File: src/hw/rtl/rd64_stage.sv
// One restoring-division step with its own pipeline register.
module rd64_stage #(
  parameter int W = 64
) (
  input  logic         clk,
  input  logic         rst_n,
  input  logic         in_valid,
  output logic         in_ready,
  input  logic [W-1:0] in_rem,
  input  logic [W-1:0] in_nq,
  input  logic [W-1:0] in_den,
  input  logic         in_sel,
  input  logic         in_dbz,
  output logic         out_valid,
  input  logic         out_ready,
  output logic [W-1:0] out_rem,
  output logic [W-1:0] out_nq,
  output logic [W-1:0] out_den,
  output logic         out_sel,
  output logic         out_dbz
);

  logic         valid_r;
  logic [W-1:0] rem_r;
  logic [W-1:0] nq_r;
  logic [W-1:0] den_r;
  logic         sel_r;
  logic         dbz_r;

  logic [W:0]   trial;
  logic [W+1:0] diff;
  logic         take;
  logic [W-1:0] rem_nxt;
  logic [W-1:0] nq_nxt;

  // Shift the next dividend bit into the partial remainder, then try the subtract.
  // The trial keeps the bit shifted out on top so the compare stays exact.
  assign trial   = {in_rem, in_nq[W-1]};
  assign diff    = {1'b0, trial} - {2'b00, in_den};
  assign take    = ~diff[W+1];
  assign rem_nxt = take ? diff[W-1:0] : trial[W-1:0];
  // Dividend bits leave at the top, quotient bits enter at the bottom
  assign nq_nxt  = {in_nq[W-2:0], take};

  // Stage holds a word until downstream takes it; an empty stage always accepts
  assign in_ready = ~valid_r | out_ready;

  always_ff @(posedge clk) begin
    if (!rst_n) begin
      valid_r <= 1'b0;
    end else if (in_ready) begin
      valid_r <= in_valid;
    end
  end

  // Payload, no reset needed
  always_ff @(posedge clk) begin
    if (in_ready && in_valid) begin
      rem_r <= rem_nxt;
      nq_r  <= nq_nxt;
      den_r <= in_den;
      sel_r <= in_sel;
      dbz_r <= in_dbz;
    end
  end

  assign out_valid = valid_r;
  assign out_rem   = rem_r;
  assign out_nq    = nq_r;
  assign out_den   = den_r;
  assign out_sel   = sel_r;
  assign out_dbz   = dbz_r;

endmodule

File: config.mk
export PLATFORM = sky130hd
export DESIGN_NAME = rd64_stage
export DESIGN_NICKNAME = d
export VERILOG_FILES = /design/src/hw/rtl/rd64_stage.sv
export SDC_FILE = /design/constraint.sdc
export NUM_CORES = 1
export LEC_CHECK = 0
export BUFFER_PORTS_ARGS = -buffer_cell sky130_fd_sc_hd__buf_2
export CAP_MARGIN = 10
export CORE_ASPECT_RATIO = 0.8
export CORE_MARGIN = 5
export CORE_UTILIZATION = 30
export DETAILED_ROUTE_END_ITERATION = 16
export PLACE_DENSITY = 0.51
export SYNTH_ARGS = -nofsm -noshare
export SYNTH_HDL_FRONTEND = slang
export SYNTH_SLANG_ARGS = --single-unit
File: constraint.sdc
create_clock -name clk -period 10.52 [get_ports clk]
set_input_delay 0 -clock clk [delete_from_list [all_inputs] [get_ports clk]]
set_output_delay 0 -clock clk [all_outputs]
set_load 0.03 [all_outputs]
==> results of run 1 <==
routing by layer:
metal | vias to the layer above | global-route usage [%]
li1 | 4633 | -
met1 | 4407 | 23.2
met2 | 320 | 27.6
met3 | 29 | 4.12
met4 | 0 | 5.05
met5 | - | 0
cells in the mapped netlist, drive strengths merged, types with 15 or more instances:
cell | number | share of area [%]
edfxtp | 194 | 56
a21oi | 135 | 6.5
nor2 | 98 | 3.5
inv | 86 | 3.1
nand2 | 69 | 2.5
ha | 64 | 7.6
o21ai | 36 | 1.7
xnor2 | 36 | 3.0
a21o | 23 | 1.6
xor2 | 21 | 1.8
o21bai | 18 | 1.3
nand4 | 15 | 0.90
stage by stage:
stage | instance area (um^2) | total power [uW]
2_1_floorplan | 10500 | 1370
6_report | 15500 | 2270
4_1_cts | 15500 | 2300
5_1_grt | 15500 | 2380
3_3_place_gp | 12900 | 1550
3_5_place_dp | 12900 | 1550
critical path, cell delays in order:
cell           delay [ps]
dlygate4sd3_1         530
buf_2                 110
inv_1                  40
ha_1                  350
o211ai_1              100
a21o_1                190
a21oi_1               270
a221o_2               290
a31oi_4               160
o41ai_4               500
a211oi_2              180
o31ai_4               210
buf_4                 560
mux2_2                410
final cells by class:
type | instances | area share, %
inverters | 86 | 2.08
multi-input cells | 639 | 26.9
well taps | 472 | 3.81
diodes | 3 | 0.0484
flip-flops and latches | 195 | 37.7
clock inverters | 15 | 1.09
repair buffers | 595 | 25.6
clock buffers | 17 | 2.74
state kept, by name (all words and copies together), names as in the netlist:
register	cells
out_den	64
out_nq	64
out_rem	64
out_dbz	1
out_sel	1
out_valid	1
how the worst min path moves through the flow:
stage                     from          end  slack (ps)
floorplan               in_dbz      out_dbz         100
global route        in_rem[55]  out_rem[56]          70
detailed placement    in_nq[7]    out_nq[8]         180
finish              in_rem[55]  out_rem[56]          60
CTS                 in_rem[55]  out_rem[56]          30
global placement        in_sel      out_sel         180
report_power, final:
part / internal [uW] / switching, uW / total (uW)
logic: 244 / 398 / 642
registers: 938 / 14.4 / 953
clock network: 339 / 332 / 671
cell usage in the layout (no fill, tap or decap), drive strengths merged, types with 5 or more instances in the layout:
| cell | instances |
|---|---|
| ha | 64 |
| a21o | 23 |
| dlygate4sd3 | 196 |
| a21oi | 135 |
| inv | 94 |
| xor2 | 21 |
| o21ai | 36 |
| xnor2 | 36 |
| nand4 | 15 |
| a211oi | 5 |
| nand3 | 13 |
| o21bai | 18 |
| nand2b | 5 |
| nor3 | 9 |
| clkbuf | 17 |
| mux2 | 13 |
| and3 | 6 |
| o21a | 5 |
| a31oi | 8 |
| edfxtp | 194 |
| a21boi | 5 |
| nor2 | 98 |
| buf | 399 |
| nand2 | 69 |
what timing repair did:
action	in CTS	in global routing
gates resized for setup	0	0
hold endpoints to repair	193	0
hold buffers	196	0
kinds of logic after synthesis:
logic type | count (synthesis)
buf+inv | 112
flops | 195
mux | 13
xor+xnor | 57
compound gates | 267
fa+ha+maj | 65
simple gates | 237
==> summary.txt, run 1 <==
Yosys
  • Synth Area in Simple Gates: ~10%
  • Synth Area in Compound Gates: roughly 16%
  • Mapped Cells: around 950
  • Main combinational cell family by area after synthesis: compound AO/OA/AOI/OAI gates
  • Async SR Flop Fraction: 0%
  • Mux cell area share after synthesis: 1.40%
  • EDFF count, synth: 194
  • Synth warnings: 0
  • Mean Syn Cell Area: between 10 and 15 um^2
  • Top_reg_cell synth: edfxtp_1
  • Post-Synth Adder-Cell Area: 7.84%
  • Synth Register Bits: slightly below 200
  • Register area share after synthesis: 55.8%
  • Synth unique cells: 56
  • Synth Cell Area: 10,500 um^2
  • XOR/XNOR share of the synthesized area: between 4 and 5%
  • Synth Net Count: around 1,200

STA
  • Final hold violation count: 0
  • Final setup TNS: 0 ps
  • Slew headroom: just under 50%
  • Worst-case hold slack: approximately 64 ps
  • Setup-failing EPs final: 0
  • Slew @ Worst Pin: just under 800 ps
  • RSZ-0062 raised after global routing: false
  • Worst Skew: 8.02 ps
  • Period utilization: between 30% and 40%
  • Fin. max-slew vios: 0
  • Setup ws final: 6730 ps
  • Fmax: ~260 MHz
  • Tmin final: about 3800 ps

Run status
  • Run status: complete, no violations

Layout
  • Layout cell share with drive strength beyond 1: 29.4%
  • Multi-input logic area: 4170 um^2
  • Layout Nets: 1,797
  • Finished Core Util: 44.8%
  • Synthesis-to-finish area growth: 48.1%
  • Finished Layout Cells: between 2,000 and 2,500
  • Reg area: 5850 um^2
  • Fillers: 3,348

Clock network
  • Clk Latency, worst-skew pair: 450 ps
  • Clk slew on worst S/H paths: 80 ps
  • Max clock buf depth: 2
  • Total clock sinks: 195
  • Htree depth: 4
  • Root buffer cell: clkbuf_16
  • Setup Buffers After CTS: 0
  • CTS tree: done
  • CTS buffer count: 17

Placed design
  • Routability cong.: around 0.85
  • DP Cell Count: 1,791
  • Post-DP HPWL: 26,500 um
  • I/O Buffers: approximately 390
  • Dpl ws: 6800 ps

Detailed routing
  • DRC viols: 0
  • Met3 routed WL: between 2000 and 2500 um
  • Routed Antenna Nets: 0
  • Met1 wire length: 15,600 um
  • DR WL met2: between 15,000 and 20,000 um
  • Vias: 9,389
  • Via density: between 4 and 5
  • Avg WL per Cell: 17.0 um
  • DRT Pass-1 Iters: 4
  • Highest metal used: met4
  • Total wire length: roughly 34,000 um
  • Initial drt markers: 601

Critical path
  • R2r setup slk: 7800 ps
  • Worst r2r path cells: 4
  • Crit Path Class: input port to flop
  • CP endpoint: out_rem[18]
  • Critical Path Source: in_den[3]
  • Worst path arrival time: 3990 ps
  • Worst R2R End: out_nq[10]
  • FF-to-FF Start: out_valid
  • CP required: 10,730 ps
  • Setup crit end kind: flop
  • Max FO, Critical Path: 59
  • Setup crit start kind: input port

Run
  • Max cap viols: 0

Global route
  • First-pass GRT wire length: ~52,000 um
  • Largest net degree at the start of global routing: 61
  • GRT Overall Usage: 17.2%
  • Number of global-route vias before repair: 9,678
  • Initial antenna violation count: 2
  • GRT Residual Overflow: 0

Power
  • PD cells: 146 nW/um^2
  • VDD IR max: between 0.00009 and 0.0001 V
  • Leak: about 0.0068 uW

Floorplan
  • Width of the die: about 220 um
  • Core region area: approximately 35,000 um^2
  • Die area: 38,800 um^2
  • Row count: 61
  • Initial Util: between 30% and 40%
  • Io pins: 394
  • Die H: 177 um

Hold path
  • Hold Path Depth: 4
  • Worst hold path class: input port to flop
Power figures use the tool's default switching activity.
==> run 2, diff against run 1 <==
--- a/config.mk
+++ b/config.mk
@@ -5,13 +5,14 @@
 export SDC_FILE = /design/constraint.sdc
 export NUM_CORES = 1
 export LEC_CHECK = 0
+export ABC_AREA = 1
 export BUFFER_PORTS_ARGS = -buffer_cell sky130_fd_sc_hd__buf_2
 export CAP_MARGIN = 10
 export CORE_ASPECT_RATIO = 0.8
 export CORE_MARGIN = 5
 export CORE_UTILIZATION = 30
 export DETAILED_ROUTE_END_ITERATION = 16
-export PLACE_DENSITY = 0.51
+export PLACE_DENSITY = 0.49
 export SYNTH_ARGS = -nofsm -noshare
 export SYNTH_HDL_FRONTEND = slang
 export SYNTH_SLANG_ARGS = --single-unit
==> constraint.sdc (replaced) <==
create_clock -name clk -period 3.9 [get_ports clk]
set_input_delay 0 -clock clk [delete_from_list [all_inputs] [get_ports clk]]
set_output_delay 0 -clock clk [all_outputs]
set_load 0.03 [all_outputs]
==> run 2 against run 1 <==
Against the previous run:
- first-iteration DRC count rose by 48%
- critical path depth unchanged
- area after synthesis rose by 24%
- clock power grew to 2.6 times the previous value
- register-to-register slack lost 5500 ps
- count of clock-buffer cells in the layout increased by 1
- sequential cell count unchanged
- sequential power grew to 2.7 times the previous value
- largest power group unchanged
- routed wire length grew 45%
==> summary.txt, run 2 <==
Clock network
  • Total clock sinks: 195 (unchanged)
  • Clk slew on worst S/H paths: 80 ps (about the same)
  • CTS tree: done (unchanged)
  • Root buffer cell: clkbuf_16 (unchanged)
  • Max clock buf depth: 2 (unchanged)
  • Clk Latency, worst-skew pair: 470 ps (was 450 ps)
  • Htree depth: 4 (unchanged)
  • CTS buffer count: 17 (unchanged)

STA
  • Fmax: 345 MHz
  • RSZ-0062 raised after global routing: false (unchanged)
  • Tmin final: 2900 ps
  • Slew @ Worst Pin: 869 ps (was 772 ps)
  • Period utilization: ~74%
  • Setup-failing EPs final: 0 (unchanged)
  • Slew headroom: 42.1% (was 48.5%)
  • Fin. max-slew vios: 0 (unchanged)
  • Final setup TNS: 0 ps (unchanged)
  • Worst Skew: 8.61 ps (was 8.02 ps)
  • Final hold violation count: 0 (unchanged)
  • Setup ws final: 1000 ps (was 6730 ps)

Global route
  • Initial antenna violation count: 0 (was 2)
  • GRT Residual Overflow: 0 (unchanged)
  • GRT Overall Usage: 20.5% (was 17.2%)
  • First-pass GRT wire length: 76,100 um (was 52,400 um)
  • Number of global-route vias before repair: 13,000 (was 9,678)
  • Largest net degree at the start of global routing: 80 (was 61)

Critical path
  • Slowest stage delay, CP: 550 ps (was 560 ps)
  • Max FO, Critical Path: 22 (was 59)
  • CP required: 4230 ps (was 10,730 ps)
  • Top delay family on crit path: simple AND/OR/NAND/NOR gates (was compound AO/OA/AOI/OAI gates)
  • Critical path cell sequence: dlygate4sd3_1 -> buf_2 -> ha_1 -> nand2_1 -> nor2_2 -> nand2_1 -> inv_2 -> nand2_1 -> a21oi_2 -> nor2_4 -> nand2_4 -> buf_4 -> nand3_1 -> nand2_1 (was dlygate4sd3_1 -> buf_2 -> inv_1 -> ha_1 -> o211ai_1 -> a21o_1 -> a21oi_1 -> a221o_2 -> a31oi_4 -> o41ai_4 -> a211oi_2 -> o31ai_4 -> buf_4 -> mux2_2)
  • Setup crit end kind: flop (unchanged)
  • Most common cell on crit path: nand2_1
  • Worst path arrival time: 3230 ps (was 3990 ps)
  • Worst path slowest cell: dlygate4sd3_1 (was buf_4)
  • Crit Path Class: input port to flop (unchanged)
  • Crit path buf inv count: 4 (unchanged)
  • Setup crit start kind: input port (unchanged)

Detailed routing
  • Avg WL per Cell: 17.1 um (was 17.0 um)
  • Total wire length: 50,000 um (was 34,500 um)
  • Initial drt markers: 892 (was 601)
  • Routed Antenna Nets: 0 (unchanged)
  • Vias: 12,900 (was 9,389)
  • DRT Pass-1 Iters: 6 (was 4)
  • Via density: 4.40 (was 4.64)
  • DRC viols: 0 (unchanged)

Layout
  • Leading cell types in the layout, fill and taps excluded: nand2_1 (690), buf_2 (393), inv_1 (376) (was buf_2 (393), dlygate4sd3_1 (196), edfxtp_1 (194))
  • Fillers: 4,450 (was 3,348)
  • Layout cell share with drive strength beyond 1: 20.1% (was 29.4%)
  • Synthesis-to-finish area growth: 39.2% (was 48.1%)
  • Finished Layout Cells: 2,922 (was 2,022)
  • Finished Core Util: 42.1% (was 44.8%)
  • Diodes inserted: 0 (was 3)
  • Multi-input logic area: 5600 um^2 (was 4170 um^2)
  • Reg area: 5850 um^2 (about the same)
  • Commonest non-fill, non-tap cell in the layout: nand2_1 (was buf_2)
  • Layout Nets: 2,613 (was 1,797)
  • Design area: 18,100 um^2 (was 15,500 um^2)

Yosys
  • Async SR Flop Fraction: 0% (unchanged)
  • Post-synth top area share: 44.8% (was 55.6%)
  • Synth warnings: 0 (unchanged)
  • Cell with the most instances after synthesis: nand2_1 (was edfxtp_1)
  • Top cells by count, synth: nand2_1 (690), inv_1 (376), edfxtp_1 (194), nand3_1 (136), nor2_1 (107) (was edfxtp_1 (194), a21oi_1 (135), nor2_1 (98), inv_1 (86), nand2_1 (69))
  • Register area share after synthesis: 44.9% (was 55.8%)
  • Synth unique cells: 37 (was 56)
  • Mapped Cells: 1,756 (was 946)
  • EDFF count, synth: 194 (unchanged)
  • Synth Cell Area: 13,000 um^2 (was 10,500 um^2)
  • Top_reg_cell synth: edfxtp_1 (unchanged)
  • Dominant cells by area after synthesis: edfxtp_1 (45%), nand2_1 (20%), inv_1 (11%) (was edfxtp_1 (56%), ha_1 (7.6%), a21oi_1 (6.5%))
  • Mean Syn Cell Area: 7.41 um^2 (was 11.1 um^2)
  • Synth Net Count: 2,019 (was 1,209)
  • Cell taking the most area after synthesis: edfxtp_1 (unchanged)
  • Synth Register Bits: 195 (unchanged)

Hold path
  • Worst hold path class: input port to flop (unchanged)

Floorplan
  • Width of the die: 243 um (was 219 um)
  • Io pins: 394 (unchanged)
  • Row count: 68 (was 61)
  • Die area: 47,700 um^2 (was 38,800 um^2)
  • Die H: 196 um (was 177 um)
  • Core region area: 43,100 um^2 (was 34,600 um^2)
  • Initial Util: 30.2% (was 30.3%)

Power
  • PD cells: 347 nW/um^2 (was 146 nW/um^2)
  • Leak: 0.00964 uW (was 0.00677 uW)
  • VDD IR max: 0.000311 V (was 0.0000956 V)

Placed design
  • DP Cell Count: 2,696 (was 1,791)
  • Dpl cell area: 15,600 um^2 (was 12,900 um^2)
  • Routability cong.: 0.916 (was 0.846)
  • I/O Buffers: 393 (unchanged)
  • Dpl ws: 1120 ps (was 6800 ps)
  • Post-DP HPWL: 40,400 um (was 26,500 um)

Run
  • Max cap viols: 0 (unchanged)

Run status
  • Run status: complete, no violations (unchanged)
[run 2: changes by cell type after synthesis, moves of 30 or more]
cell / previous run / this run
a21oi_1: 135 / 44
inv_1: 86 / 376
nand2_1: 69 / 690
nand3_1: 13 / 136
o21ai_0: 34 / 4
xnor2_1: 36 / 1
[run 2: final cells by class]
| cell class | instances | area share, % |
|---|---|---|
| clock inverter | 13 | 0.628 |
| multi-input combinational | 1155 | 30.9 |
| inverter | 386 | 8.00 |
| clock buffer | 18 | 2.37 |
| tap | 560 | 3.87 |
| sequential | 195 | 32.3 |
| timing repair buffer | 595 | 22.0 |
[run 2: cells by family after synthesis]
| group | after synthesis | share of synthesized area, % |
|---|---|---|
| DFF | 195 | 44.9 |
| AOI/OAI and AO/OA | 53 | 2.13 |
| and+or+nand+nor | 1006 | 32.4 |
| xor gates and xnor gates | 31 | 2.09 |
| buffers and inverters | 406 | 12.2 |
| adders and majority gates | 65 | 6.31 |
[run 2: layer usage]
metal	GRT usage, %	up-vias	share of wire, %
met5	0	-	0
met4	2.63	0	0.57
met3	4.77	17	6.6
met2	31.7	375	43
met1	30.3	5859	50
li1	-	6617	-
[run 2: worst min-delay path, delay by kind of cell]
kind / cells / cell delay (ps)
buf+inv: 3 / 380
compound gates: 1 / 60
[run 2: what timing repair did]
action,in CTS,in global routing
hold buffers,195,0
resized for setup,0,0
setup buffers,0,0
hold endpoints to repair,194,0
[run 2: report_power, final]
group | internal [uW] | switching (uW)
registers | 2530 | 43.6
clock network | 836 | 886
logic | 656 | 1340
[run 2: per-stage QoR]
stage | hold WS (ps) | power, uW
after floorplan | 98.9 | 3820
after global placement | 178 | 4440
after detailed placement | 178 | 4450
after CTS | 196 | 6380
after global routing | 213 | 6640
final | 186 | 6280
[run 2: path summary, 6_finish.rpt]
path,startpoint,to,slack [ps],cells past startpoint
hold reg to reg,out_valid,out_rem[58],830,2
setup reg to reg,out_valid,out_den[31],2310,2
setup / recovery,in_rem[42],out_rem[44],1000,14
hold / removal,in_valid,out_rem[58],190,4
